### src/bsa_pkg.sv
package bsa_pkg;

  // store geometry
  localparam int WORD_BITS   = 32;
  localparam int NUM_WORDS   = 64;
  localparam int BIT_W       = $clog2(WORD_BITS);
  localparam int ADDR_W      = (NUM_WORDS > 1) ? $clog2(NUM_WORDS) : 1;
  localparam int TOTAL_SLOTS = NUM_WORDS * WORD_BITS;

  // field widths
  localparam int MODE_W   = 2;
  localparam int POS_W    = 11;
  localparam int CNT_W    = 12;
  localparam int STATUS_W = 3;

  localparam logic [CNT_W-1:0] LIMIT_RESET = 12'd2048;

  typedef enum logic [MODE_W-1:0] {
    MODE_SET,
    MODE_UNSET,
    MODE_CHECK,
    MODE_RESERVE
  } mode_t;

  typedef enum logic [STATUS_W-1:0] {
    ST_OK,
    ST_RANGE,
    ST_ALREADY_SET,
    ST_NOT_SET,
    ST_FULL
  } status_t;

  // one read port and one write port into the slot store
  typedef struct packed {
    logic                 rd_en;
    logic [ADDR_W-1:0]    rd_addr;
    logic                 wr_en;
    logic [ADDR_W-1:0]    wr_addr;
    logic [WORD_BITS-1:0] wr_data;
  } ram_req_t;

endpackage

### src/bsa_if.sv
interface bsa_req_if;
  logic                        valid;
  logic                        ready;
  logic [bsa_pkg::MODE_W-1:0]  mode;
  logic [bsa_pkg::POS_W-1:0]   bit_pos;

  modport source (output valid, output mode, output bit_pos, input ready);
  modport sink (input valid, input mode, input bit_pos, output ready);
endinterface

interface bsa_res_if;
  logic                         valid;
  logic                         ready;
  logic [bsa_pkg::STATUS_W-1:0] status;
  logic                         bit_value;
  logic [bsa_pkg::POS_W-1:0]    position;
  logic [bsa_pkg::CNT_W-1:0]    used_count;
  logic                         full_res;

  modport source (output valid, output status, output bit_value, output position,
                  output used_count, output full_res, input ready);
  modport sink (input valid, input status, input bit_value, input position,
                input used_count, input full_res, output ready);
endinterface

interface bsa_cfg_if;
  logic                      valid;
  logic                      ready;
  logic [bsa_pkg::CNT_W-1:0] slot_limit;

  modport source (output valid, output slot_limit, input ready);
  modport sink (input valid, input slot_limit, output ready);
endinterface

### src/bitmap_slot_allocator.sv
// set, unset, check: read, evaluate and write-back of one store word, then the result
// is loaded into the output register, which waits while an untaken result is held
// reserve: k words searched when the free slot lies in the k-th word searched, k up to
// NUM_WORDS + 1, one word per cycle; a new request is taken only once the result is loaded
// range error or full at request time: no store access, the result goes to the output
// rst (synchronous) clears used count, word valid flags and output; limit returns to 2048
module bitmap_slot_allocator (
  input  logic       clk,
  input  logic       rst,
  bsa_req_if.sink    req,
  bsa_res_if.source  res,
  bsa_cfg_if.sink    cfg
);

  logic [bsa_pkg::CNT_W-1:0]     slot_limit;
  bsa_pkg::ram_req_t             ram_req;
  logic [bsa_pkg::WORD_BITS-1:0] ram_rdata;

  // limit register
  assign cfg.ready = 1'b1;

  always_ff @(posedge clk) begin
    if (rst) begin
      slot_limit <= bsa_pkg::LIMIT_RESET;
    end else if (cfg.valid) begin
      slot_limit <= cfg.slot_limit;
    end
  end

  bsa_slot_ram u_ram (
    .clk   (clk),
    .rst   (rst),
    .ram   (ram_req),
    .rdata (ram_rdata)
  );

  bsa_ctrl u_ctrl (
    .clk        (clk),
    .rst        (rst),
    .req        (req),
    .res        (res),
    .slot_limit (slot_limit),
    .ram        (ram_req),
    .ram_rdata  (ram_rdata)
  );

  // store is never read and written in the same cycle
  a_no_rw_overlap: assert property (@(posedge clk) disable iff (rst)
    !(ram_req.rd_en && ram_req.wr_en))
    else $error("slot store read and write in one cycle");

  // no write-back while a new request is taken
  a_no_write_on_accept: assert property (@(posedge clk) disable iff (rst)
    (req.valid && req.ready) |-> !ram_req.wr_en)
    else $error("slot store written while idle");

  // at most one write-back per request, checked as no write-back right after another
  a_single_write: assert property (@(posedge clk) disable iff (rst)
    ram_req.wr_en |=> !ram_req.wr_en)
    else $error("slot store written twice in a row");

endmodule

### src/bsa_slot_ram.sv
module bsa_slot_ram (
  input  logic                            clk,
  input  logic                            rst,
  input  bsa_pkg::ram_req_t               ram,
  output logic [bsa_pkg::WORD_BITS-1:0]   rdata
);

  logic [bsa_pkg::WORD_BITS-1:0] mem [bsa_pkg::NUM_WORDS];
  logic [bsa_pkg::WORD_BITS-1:0] mem_q;
  logic [bsa_pkg::NUM_WORDS-1:0] vld;
  logic                          vld_q;

  // word storage, registered read
  always_ff @(posedge clk) begin
    if (ram.wr_en) begin
      mem[ram.wr_addr] <= ram.wr_data;
    end
    if (ram.rd_en) begin
      mem_q <= mem[ram.rd_addr];
    end
  end

  // per-word written flags, a word never written reads as zero
  always_ff @(posedge clk) begin
    if (rst) begin
      vld   <= '0;
      vld_q <= 1'b0;
    end else begin
      if (ram.wr_en) begin
        vld[ram.wr_addr] <= 1'b1;
      end
      if (ram.rd_en) begin
        vld_q <= vld[ram.rd_addr];
      end
    end
  end

  assign rdata = vld_q ? mem_q : '0;

endmodule

### src/bsa_ctrl.sv
module bsa_ctrl (
  input  logic                          clk,
  input  logic                          rst,
  bsa_req_if.sink                       req,
  bsa_res_if.source                     res,
  input  logic [bsa_pkg::CNT_W-1:0]     slot_limit,
  output bsa_pkg::ram_req_t             ram,
  input  logic [bsa_pkg::WORD_BITS-1:0] ram_rdata
);

  typedef enum logic [2:0] {
    S_IDLE,
    S_READ,
    S_EVAL,
    S_SCAN,
    S_DONE
  } state_t;

  state_t                            state;
  bsa_pkg::mode_t                    mode_q;
  logic [bsa_pkg::POS_W-1:0]         pos_q;
  logic [bsa_pkg::CNT_W-1:0]         lim;
  logic [bsa_pkg::CNT_W-1:0]         used;
  bsa_pkg::status_t                  res_status;
  logic                              res_bit;
  logic [bsa_pkg::POS_W-1:0]         res_pos;

  // scan issue and evaluate stages
  logic [bsa_pkg::ADDR_W-1:0]        iss_word;
  logic                              iss_wrap;
  logic                              iss_more;
  logic                              ev_valid;
  logic [bsa_pkg::ADDR_W-1:0]        ev_word;
  logic                              ev_wrap;
  logic                              ev_final;

  // output register
  logic                              out_valid;
  bsa_pkg::status_t                  out_status;
  logic                              out_bit;
  logic [bsa_pkg::POS_W-1:0]         out_pos;
  logic [bsa_pkg::CNT_W-1:0]         out_used;
  logic                              out_full;

  logic [bsa_pkg::CNT_W-1:0]         lim_eff;
  logic [bsa_pkg::BIT_W-1:0]         start_bit;
  logic [bsa_pkg::ADDR_W-1:0]        start_word;
  logic [bsa_pkg::ADDR_W-1:0]        last_word;
  logic [bsa_pkg::BIT_W:0]           last_bits;
  logic [bsa_pkg::WORD_BITS-1:0]     scan_mask;
  logic [bsa_pkg::WORD_BITS-1:0]     free_bits;
  logic                              found;
  logic [bsa_pkg::BIT_W-1:0]         free_idx;
  logic                              ev_hit;
  logic [bsa_pkg::ADDR_W-1:0]        pos_word;
  logic [bsa_pkg::BIT_W-1:0]         pos_bit;
  logic                              cur_bit;
  logic [bsa_pkg::WORD_BITS-1:0]     pos_mask;

  // limit clipped to the store size
  assign lim_eff = (32'(slot_limit) < bsa_pkg::TOTAL_SLOTS) ? slot_limit
                 : bsa_pkg::CNT_W'(bsa_pkg::TOTAL_SLOTS);

  // search window: from the used count up to the limit, then wrap below it
  assign start_bit  = used[bsa_pkg::BIT_W-1:0];
  assign start_word = bsa_pkg::ADDR_W'(used >> bsa_pkg::BIT_W);
  assign last_word  = bsa_pkg::ADDR_W'((lim - 1'b1) >> bsa_pkg::BIT_W);
  assign last_bits  = (bsa_pkg::BIT_W + 1)'(lim -
                      (bsa_pkg::CNT_W'(last_word) << bsa_pkg::BIT_W));

  // mask of searchable bits in the word under evaluation
  always_comb begin
    for (int i = 0; i < bsa_pkg::WORD_BITS; i++) begin
      scan_mask[i] = ((ev_word != last_word) || ((bsa_pkg::BIT_W + 1)'(i) < last_bits)) &&
                     ((ev_word != start_word) ||
                      (ev_wrap ? (bsa_pkg::BIT_W'(i) < start_bit)
                               : (bsa_pkg::BIT_W'(i) >= start_bit)));
    end
  end

  assign free_bits = ~ram_rdata & scan_mask;
  assign found     = |free_bits;

  // lowest free bit
  always_comb begin
    free_idx = '0;
    for (int i = bsa_pkg::WORD_BITS - 1; i >= 0; i--) begin
      if (free_bits[i]) begin
        free_idx = bsa_pkg::BIT_W'(i);
      end
    end
  end

  assign ev_hit = (state == S_SCAN) && ev_valid && found;

  // named slot access
  assign pos_word = bsa_pkg::ADDR_W'(pos_q >> bsa_pkg::BIT_W);
  assign pos_bit  = pos_q[bsa_pkg::BIT_W-1:0];
  assign cur_bit  = ram_rdata[pos_bit];
  assign pos_mask = bsa_pkg::WORD_BITS'(1) << pos_bit;

  // store port requests
  always_comb begin
    ram = '0;
    unique case (state)
      S_READ: begin
        ram.rd_en   = 1'b1;
        ram.rd_addr = pos_word;
      end
      S_EVAL: begin
        ram.wr_addr = pos_word;
        if (mode_q == bsa_pkg::MODE_SET && !cur_bit) begin
          ram.wr_en   = 1'b1;
          ram.wr_data = ram_rdata | pos_mask;
        end else if (mode_q == bsa_pkg::MODE_UNSET && cur_bit) begin
          ram.wr_en   = 1'b1;
          ram.wr_data = ram_rdata & ~pos_mask;
        end
      end
      S_SCAN: begin
        ram.rd_en   = iss_more && !ev_hit;
        ram.rd_addr = iss_word;
        ram.wr_addr = ev_word;
        ram.wr_data = ram_rdata | (bsa_pkg::WORD_BITS'(1) << free_idx);
        ram.wr_en   = ev_hit;
      end
      default: begin
      end
    endcase
  end

  // sequencer
  always_ff @(posedge clk) begin
    if (rst) begin
      state     <= S_IDLE;
      used      <= '0;
      out_valid <= 1'b0;
      iss_more  <= 1'b0;
      ev_valid  <= 1'b0;
    end else begin
      if (out_valid && res.ready && state != S_DONE) begin
        out_valid <= 1'b0;
      end
      unique case (state)
        S_IDLE: begin
          if (req.valid) begin
            mode_q     <= bsa_pkg::mode_t'(req.mode);
            pos_q      <= req.bit_pos;
            lim        <= lim_eff;
            res_bit    <= 1'b0;
            res_pos    <= req.bit_pos;
            if (bsa_pkg::mode_t'(req.mode) == bsa_pkg::MODE_RESERVE) begin
              if (used >= lim_eff) begin
                res_status <= bsa_pkg::ST_FULL;
                state      <= S_DONE;
              end else begin
                res_status <= bsa_pkg::ST_OK;
                iss_word   <= start_word;
                iss_wrap   <= 1'b0;
                iss_more   <= 1'b1;
                ev_valid   <= 1'b0;
                state      <= S_SCAN;
              end
            end else if (bsa_pkg::CNT_W'(req.bit_pos) >= lim_eff) begin
              res_status <= bsa_pkg::ST_RANGE;
              state      <= S_DONE;
            end else begin
              res_status <= bsa_pkg::ST_OK;
              state      <= S_READ;
            end
          end
        end
        S_READ: begin
          state <= S_EVAL;
        end
        S_EVAL: begin
          unique case (mode_q)
            bsa_pkg::MODE_SET: begin
              if (cur_bit) begin
                res_status <= bsa_pkg::ST_ALREADY_SET;
              end else begin
                used <= used + 1'b1;
              end
            end
            bsa_pkg::MODE_UNSET: begin
              if (!cur_bit) begin
                res_status <= bsa_pkg::ST_NOT_SET;
              end else begin
                used <= used - 1'b1;
              end
            end
            bsa_pkg::MODE_CHECK: begin
              res_bit <= cur_bit;
            end
            bsa_pkg::MODE_RESERVE: begin
            end
          endcase
          state <= S_DONE;
        end
        S_SCAN: begin
          // issue side: walk words up to the last, then wrap back to the start word
          ev_valid <= iss_more;
          ev_word  <= iss_word;
          ev_wrap  <= iss_wrap;
          ev_final <= iss_wrap && (iss_word == start_word);
          if (iss_more && !ev_hit) begin
            if (iss_wrap && iss_word == start_word) begin
              iss_more <= 1'b0;
            end else if (iss_word == last_word) begin
              iss_word <= '0;
              iss_wrap <= 1'b1;
            end else begin
              iss_word <= iss_word + 1'b1;
            end
          end
          // evaluate side
          if (ev_valid) begin
            if (found) begin
              used     <= used + 1'b1;
              res_pos  <= bsa_pkg::POS_W'({ev_word, free_idx});
              iss_more <= 1'b0;
              state    <= S_DONE;
            end else if (ev_final) begin
              res_status <= bsa_pkg::ST_FULL;
              state      <= S_DONE;
            end
          end
        end
        S_DONE: begin
          if (!out_valid || res.ready) begin
            out_valid  <= 1'b1;
            out_status <= res_status;
            out_bit    <= res_bit;
            out_pos    <= res_pos;
            out_used   <= used;
            out_full   <= (used >= lim);
            state      <= S_IDLE;
          end
        end
        default: begin
          state <= S_IDLE;
        end
      endcase
    end
  end

  assign req.ready      = (state == S_IDLE);
  assign res.valid      = out_valid;
  assign res.status     = out_status;
  assign res.bit_value  = out_bit;
  assign res.position   = out_pos;
  assign res.used_count = out_used;
  assign res.full_res   = out_full;

endmodule
### src/flat_wrapper.sv
// flat-port wrapper written by rule: the top's interface ports become plain ports
module bitmap_slot_allocator_flat 
  (clk, rst, req_valid, req_mode, req_bit_pos, req_ready, res_valid, res_status, res_bit_value, res_position, res_used_count, res_full_res, res_ready, cfg_valid, cfg_slot_limit, cfg_ready);
  bsa_req_if req_i ();
  bsa_res_if res_i ();
  bsa_cfg_if cfg_i ();
  input  logic clk;
  input  logic rst;
  input wire logic [$bits(req_i.valid)-1:0] req_valid;
  input wire logic [$bits(req_i.mode)-1:0] req_mode;
  input wire logic [$bits(req_i.bit_pos)-1:0] req_bit_pos;
  output wire logic [$bits(req_i.ready)-1:0] req_ready;
  output wire logic [$bits(res_i.valid)-1:0] res_valid;
  output wire logic [$bits(res_i.status)-1:0] res_status;
  output wire logic [$bits(res_i.bit_value)-1:0] res_bit_value;
  output wire logic [$bits(res_i.position)-1:0] res_position;
  output wire logic [$bits(res_i.used_count)-1:0] res_used_count;
  output wire logic [$bits(res_i.full_res)-1:0] res_full_res;
  input wire logic [$bits(res_i.ready)-1:0] res_ready;
  input wire logic [$bits(cfg_i.valid)-1:0] cfg_valid;
  input wire logic [$bits(cfg_i.slot_limit)-1:0] cfg_slot_limit;
  output wire logic [$bits(cfg_i.ready)-1:0] cfg_ready;
  assign req_i.valid = req_valid;
  assign req_i.mode = req_mode;
  assign req_i.bit_pos = req_bit_pos;
  assign req_ready = req_i.ready;
  assign res_valid = res_i.valid;
  assign res_status = res_i.status;
  assign res_bit_value = res_i.bit_value;
  assign res_position = res_i.position;
  assign res_used_count = res_i.used_count;
  assign res_full_res = res_i.full_res;
  assign res_i.ready = res_ready;
  assign cfg_i.valid = cfg_valid;
  assign cfg_i.slot_limit = cfg_slot_limit;
  assign cfg_ready = cfg_i.ready;
  bitmap_slot_allocator u_core (.clk(clk), .rst(rst), .req(req_i), .res(res_i), .cfg(cfg_i));
endmodule
### config.mk
export PLATFORM = sky130hd
export DESIGN_NAME = bitmap_slot_allocator_flat
export DESIGN_NICKNAME = d
export VERILOG_FILES = /design/src/bsa_pkg.sv /design/src/bsa_if.sv /design/src/bitmap_slot_allocator.sv /design/src/bsa_slot_ram.sv /design/src/bsa_ctrl.sv /design/src/flat_wrapper.sv
export SDC_FILE = /design/constraint.sdc
export NUM_CORES = 2
export LEC_CHECK = 0
export BUFFER_PORTS_ARGS = -buffer_cell sky130_fd_sc_hd__buf_4
export CORE_MARGIN = 2
export CORE_UTILIZATION = 50
export CTS_BUF_LIST = sky130_fd_sc_hd__clkbuf_2 sky130_fd_sc_hd__clkbuf_4 sky130_fd_sc_hd__clkbuf_8
export DETAILED_ROUTE_END_ITERATION = 16
export GPL_TIMING_DRIVEN = 0
export PLACE_DENSITY = 0.71
export SETUP_SLACK_MARGIN = 0.1
export SLEW_MARGIN = 20
export SYNTH_ARGS = -nofsm -noshare
export SYNTH_HDL_FRONTEND = slang
export SYNTH_HIERARCHICAL = 1
export SYNTH_SLANG_ARGS = --single-unit
export TNS_END_PERCENT = 1
### constraint.sdc
create_clock -name clk -period 12.8 [get_ports clk]
set_input_delay 1.92 -clock clk [delete_from_list [all_inputs] [get_ports clk]]
set_output_delay 1.92 -clock clk [all_outputs]
set_load 0.005 [all_outputs]
* Yosys cells after proc, flatten, opt, wreduce, memory -nomap -nowiden *
Memories as Yosys holds them, arrays and structs flattened. A register that Yosys moved wholly into a read port is not among the register bits.
Cells that the tools add are included.

word-level totals
  register bits = 178
  bits in writable memories = 2048
  output and inout bits = 31
  word-level logic and storage cells = 439
  memories kept = 1

operators by class
  add/sub/neg operators = 5
  order comparisons = 104
  equality and inequality tests = 30
  shifts and indexed selects = 2
  multiplexer cells = 138
  bitwise gates (word level) = 8
  reduce and logical (&&, ||, !) cells = 127

memories
  name              words  width  rd ports  clocked after Yosys merged registers in  wr ports  line               source
  u_core.u_ram.mem  64     32     1         1                                        1         bsa_slot_ram.sv:8  logic [bsa_pkg::WORD_BITS-1:0] mem [bsa_pkg::NUM_WORDS];

operators with widths
  operator              count
  $mux 5                32
  $lt 5x6->1 const A    16
  $mux 32               3
  $ge 5x5->1 const A    16
  $lt 5x5->1 const A    16
  $pmux 39 s2           1
  $logic_or 1x1->1      65
  $and 32x32->32        2
  $not 32->32           2
  $or 32x32->32         2
  $or 64x64->64         1
  $shl 1x5->32 const A  2
  $mux 12               5
  $mux 1                58
  $lt 4x6->1 const A    8
  $pmux 12 s2           2
  $mux 3                15
  $logic_and 1x1->1     41
  $ge 4x5->1 const A    8
  $lt 4x5->1 const A    8
  $mux 6                6
  $mux 11               3
  $reduce_or 32->1      1
  $ge 12x12->1          2
  53 further kinds      99

* Logic depth before layout (Yosys ltp) *
  depth in word-level cells = 46
  mapped depth = 20
  depth with buffers taken out = 17

* Hierarchy *
The synthesis kept the hierarchy.

modules (own cells, without submodules)
  module                 instances  cells each  area each (µm²)
  bsa_slot_ram           1          3335        81463.1
  bsa_ctrl               1          1082        9135.0
  bitmap_slot_allocator  1          40          434.2

* Least setup slack after synthesis *
Ideal clock, no wire load.

  kind = register -> register
  from = register u_core/u_ctrl/used[1] (netlist name)
  to = memory u_core/u_ram/mem[0][27] (netlist name), data pin
  arrival time = 5.844 ns
  data required time = 12.079 ns
  path slack = 6.235 ns
  cell stages (with the launch flop) = 15
  cell sequence = dfxtp_1 > clkbuf_1 > buf_2 > inv_1 > ha_1 > o21ba_2 > nor3_1 > o21ai_0 > a21oi_1 > or2_1 > a221oi_1 > nor4b_4 > nor2b_1 > nand4_2 > o31ai_1

RTL lines
  what                      line               source
  start: declaration        bsa_ctrl.sv:23     logic [bsa_pkg::CNT_W-1:0] used;
  start signal: assignment  bsa_ctrl.sv:182    used <= used + 1'b1;
  start signal: assignment  bsa_ctrl.sv:189    used <= used - 1'b1;
  start signal: assignment  bsa_ctrl.sv:219    used <= used + 1'b1;
  end: declaration          bsa_slot_ram.sv:8

==> results_dict.tcl <==
set metrics [dict create \
    outcome "finished, final reports clean" \
    synth_top_flop_cell "sky130_fd_sc_hd__edfxtp_1" \
    synth.cell_area_sq_um 91030 \
    clockPowerShare_pct 40.4 \
    drc 0 \
    drtAntennaViolNets 0 \
    post_route_cells_drive_above_1_share_pct 32.90 \
    final.period_utilization_pct 55.89 \
    yosys_warnings 6 \
    ioPinCount 61 \
    num-fill-cells 12590 \
    globalplace.congestion 0.9582 \
    design.core.area_sq_um 180700 \
    power_switching_share_pct 22.54 \
    cts-root-buf "sky130_fd_sc_hd__clkbuf_8" \
    synth.avg_cell_area_sq_um 20.42 \
    final.min_clock_period_ns 7.154 \
    worst_ir_drop_vdd_mv 0.1051 \
    total_leakage_power_nw 28.57 \
    holdCritPathClass "flip-flop to flip-flop" \
    htree_levels 5 \
    max-cap-violations 0 \
    cts-root-to-sink-buffers 4 \
    arrival_ns 7.83 \
    vias_in_the_first_global_route 49260 \
    area_of_combinational_cells_with_multiple_inputs_sq_um 23710 \
    via_cell_ratio 6.476 \
    kind_of_start_point_of_the_critical_path "flip-flop" \
    regToRegSetupSlack_ns 5.65 \
    cts_tree "built" \
    netlist.top_cell.by_area "sky130_fd_sc_hd__edfxtp_1" \
    firstDrtPassIters 6 \
    hold_viol_final 0 \
    slew_at_the_pin_closest_to_its_max_slew_limit_ns 1.201 \
    crit_chain "buf_1, mux4_2, mux4_2, mux2i_1, xnor2_1, nor3_1, buf_2, nor2_4, inv_1, nor2b_1, nand3_1, nor2_4, buf_16, buf_12" \
    synth.area.top_cells "sky130_fd_sc_hd__edfxtp_1 71%, sky130_fd_sc_hd__mux4_2 17%, sky130_fd_sc_hd__dfxtp_1 2.1%" \
    achievable_frequency_mhz 139.8 \
    start_util_pct 50.37 \
    worstSkewPairLatency_ns 1.08 \
    fp.dieArea_sq_um 185500 \
    number_of_flops_mapped_to_enable_cells_by_yosys 2163 \
    pwr-share-seq_pct 53.6 \
    yosys.cell_types.count 100 \
    die_width_um 430.7 \
    clock_skew_ns 0.1343 \
    wirelength_mm 257.8 \
    p_sw_mw 3.388 \
    synth_nets 4527 \
    antenna_found_initial 11 \
    global_route.usage.total_pct 27.83 \
    critPathRequiredTime_ns 13.48 \
    internal-power_mw 11.64 \
    endpoint_kind "flip-flop" \
    grt_setup_unrepaired "no" \
    most-common-layout-cells "2,163 x sky130_fd_sc_hd__edfxtp_1, 680 x sky130_fd_sc_hd__mux4_2, 386 x sky130_fd_sc_hd__clkbuf_8" \
    critical_path_peak_fanout 18 \
    place_hpwl_mm 177.6 \
    number_of_vias_after_detailed_routing 50040 \
    detail_route.wl_per_cell_um 33.37 \
    setup_violations 0 \
    crit_path_top_delay_cell "sky130_fd_sc_hd__nor3_1" \
    maxSlewHeadroom_pct 19.96 \
    setup.worst_path.class "flip-flop to flip-flop" \
    nets 5159 \
    most_common_library_cell_in_the_layout_ignoring_fill_and_taps "sky130_fd_sc_hd__edfxtp_1" \
    grt_overflow 0 \
    hold_slack_ns 0.3948 \
    area_delta_synth_final_pct 17.06 \
    timing.critical_path.slowest_cell_delay_ns 0.92 \
    grt_pass1_wl_mm 363.3 \
    sequential_cell_area_sq_um 66850 \
    synth_async_sr_flop_share_pct 0 \
    setup-tns-final_ns 0 \
    power.combinational.fraction_pct 6.0 \
    detail_route.iter0.violations 7408 \
    ctsResizeCount 0 \
    ctsHoldBuffers 0 \
    clk_pin_slew_ns 0.06 \
    post_cts_setup_buffer_count 0 \
    cts.sinks 2258 \
    synth_seq_area_share_pct 73.44 \
    die_height_um 430.7 \
    total_clock_buffers_created_by_cts 372 \
    report.final.slew_viol_count 0 \
    std_cell_rows 156 \
    syn_inst 4457 \
    power_per_cell_area_nw_per_um2 141.0 \
    yosys.area.top_type_share_pct 71.35 \
    synth_seq_cells 2258 \
    port_buffers 59 \
    grt_start_max_net_pins 42 \
]
final timing paths:
kind | endpoint | from | depth (start not counted)
setup / recovery | u_core/u_ram/mem[53][17] | u_core/u_ctrl/pos_q[0] | 14
hold / removal | u_core/u_ctrl/res.position[8] | u_core/u_ctrl/res_pos[8] | 0
setup reg to reg | u_core/u_ram/mem[53][17] | u_core/u_ctrl/pos_q[0] | 14
hold reg to reg | u_core/u_ctrl/res.position[8] | u_core/u_ctrl/res_pos[8] | 0
layer usage:
layer / global-route usage [%] / part of all wire [%] / up-vias
li1: - / - / 19830
met5: 0 / 0.0089 / -
met2: 43.43 / 47 / 3424
met4: 10.19 / 3.8 / 4
met1: 38.17 / 37 / 26200
met3: 7.200 / 12 / 582
area by class of cell:
| class | instances | share of cell area (%) |
|---|---|---|
| well taps | 2370 | 2.783 |
| multi-input cells | 1906 | 22.25 |
| clock inverters | 159 | 0.9416 |
| repair buffers | 258 | 4.376 |
| diodes | 1 | 0.002348 |
| inverters | 44 | 0.1550 |
| plain buffers | 249 | 1.101 |
| clock buffers | 481 | 5.655 |
| flip-flops and latches | 2258 | 62.73 |
logic make-up after synthesis:
group	synth area share [%]
AOI/OAI and AO/OA	3.024
xor gates and xnor gates	0.5003
adders and majority gates	0.5498
buffers and inverters	1.450
DFF	73.44
muxes	17.40
other	0.004119
and+or+nand+nor	3.634
through the flow:
stage                     utilization (%)  power (mW)  std cells  instance area [sq um]  worst slack (ns)
after floorplan                         -       8.749       4457                  91030             6.235
after global placement              52.25       9.074       6886                  94440            0.6173
after detailed placement            55.07       9.104       7085                  99530             5.759
after CTS                           58.96       15.12       7725                 106600             5.755
after global routing                58.96       15.46       7726                 106600             5.572
final                               58.96       15.03       7726                 106600             5.646
power groups by stage:
stage	clock, mW	combinational (mW)	sequential (mW)
floorplan	0	0.549	8.20
global placement	0	0.864	8.21
detailed placement	0	0.898	8.21
CTS	6.16	0.901	8.05
global route	6.47	0.942	8.05
finish	6.07	0.908	8.05
registers in the layout, summed over array words and instances (netlist names), 6 cells and up:
name,cells
u_core/u_ram/mem,2048
u_core/u_ctrl/res_pos,11
u_core/u_ctrl/pos_q,11
u_core/u_ram/mem_q,32
u_core/u_ctrl/iss_word,6
u_core/u_ctrl/res.used_count,12
u_core/u_ctrl/res.position,11
u_core/u_ram/vld,64
u_core/u_ctrl/lim,12
u_core/u_ctrl/ev_word,6
u_core/u_ctrl/used,12
u_core/slot_limit,12
synth_stat cells (all sizes together), types with 5 or more instances:
library cell / n
a41oi: 6
nor3: 27
a31oi: 19
or2: 12
a21oi: 67
buf: 130
edfxtp: 2163
a31o: 5
dfxtp: 95
o22ai: 9
o211ai: 5
a22o: 6
o31ai: 16
ha: 40
xor2: 20
o21ai: 123
nand2b: 24
nor2: 301
a311oi: 5
mux2i: 50
o21a: 7
inv: 41
nand3: 29
nor4: 14
and2: 42
nand2: 129
o221ai: 5
a21o: 19
mux4: 680
or3: 14
nor3b: 6
clkbuf: 119
xnor2: 32
a211oi: 19
a22oi: 38
nand3b: 8
nor2b: 44
nand4: 13
worst max-delay path: cells and delay by family (launching register included):
kind,cells,cell delay (ns)
XOR/XNOR,1,0.17
flip-flops,1,0.51
AND/OR/NAND/NOR,5,2.87
buffers and inverters,5,1.64
multiplexers,3,1.57
Power figures use the tool's default switching activity.
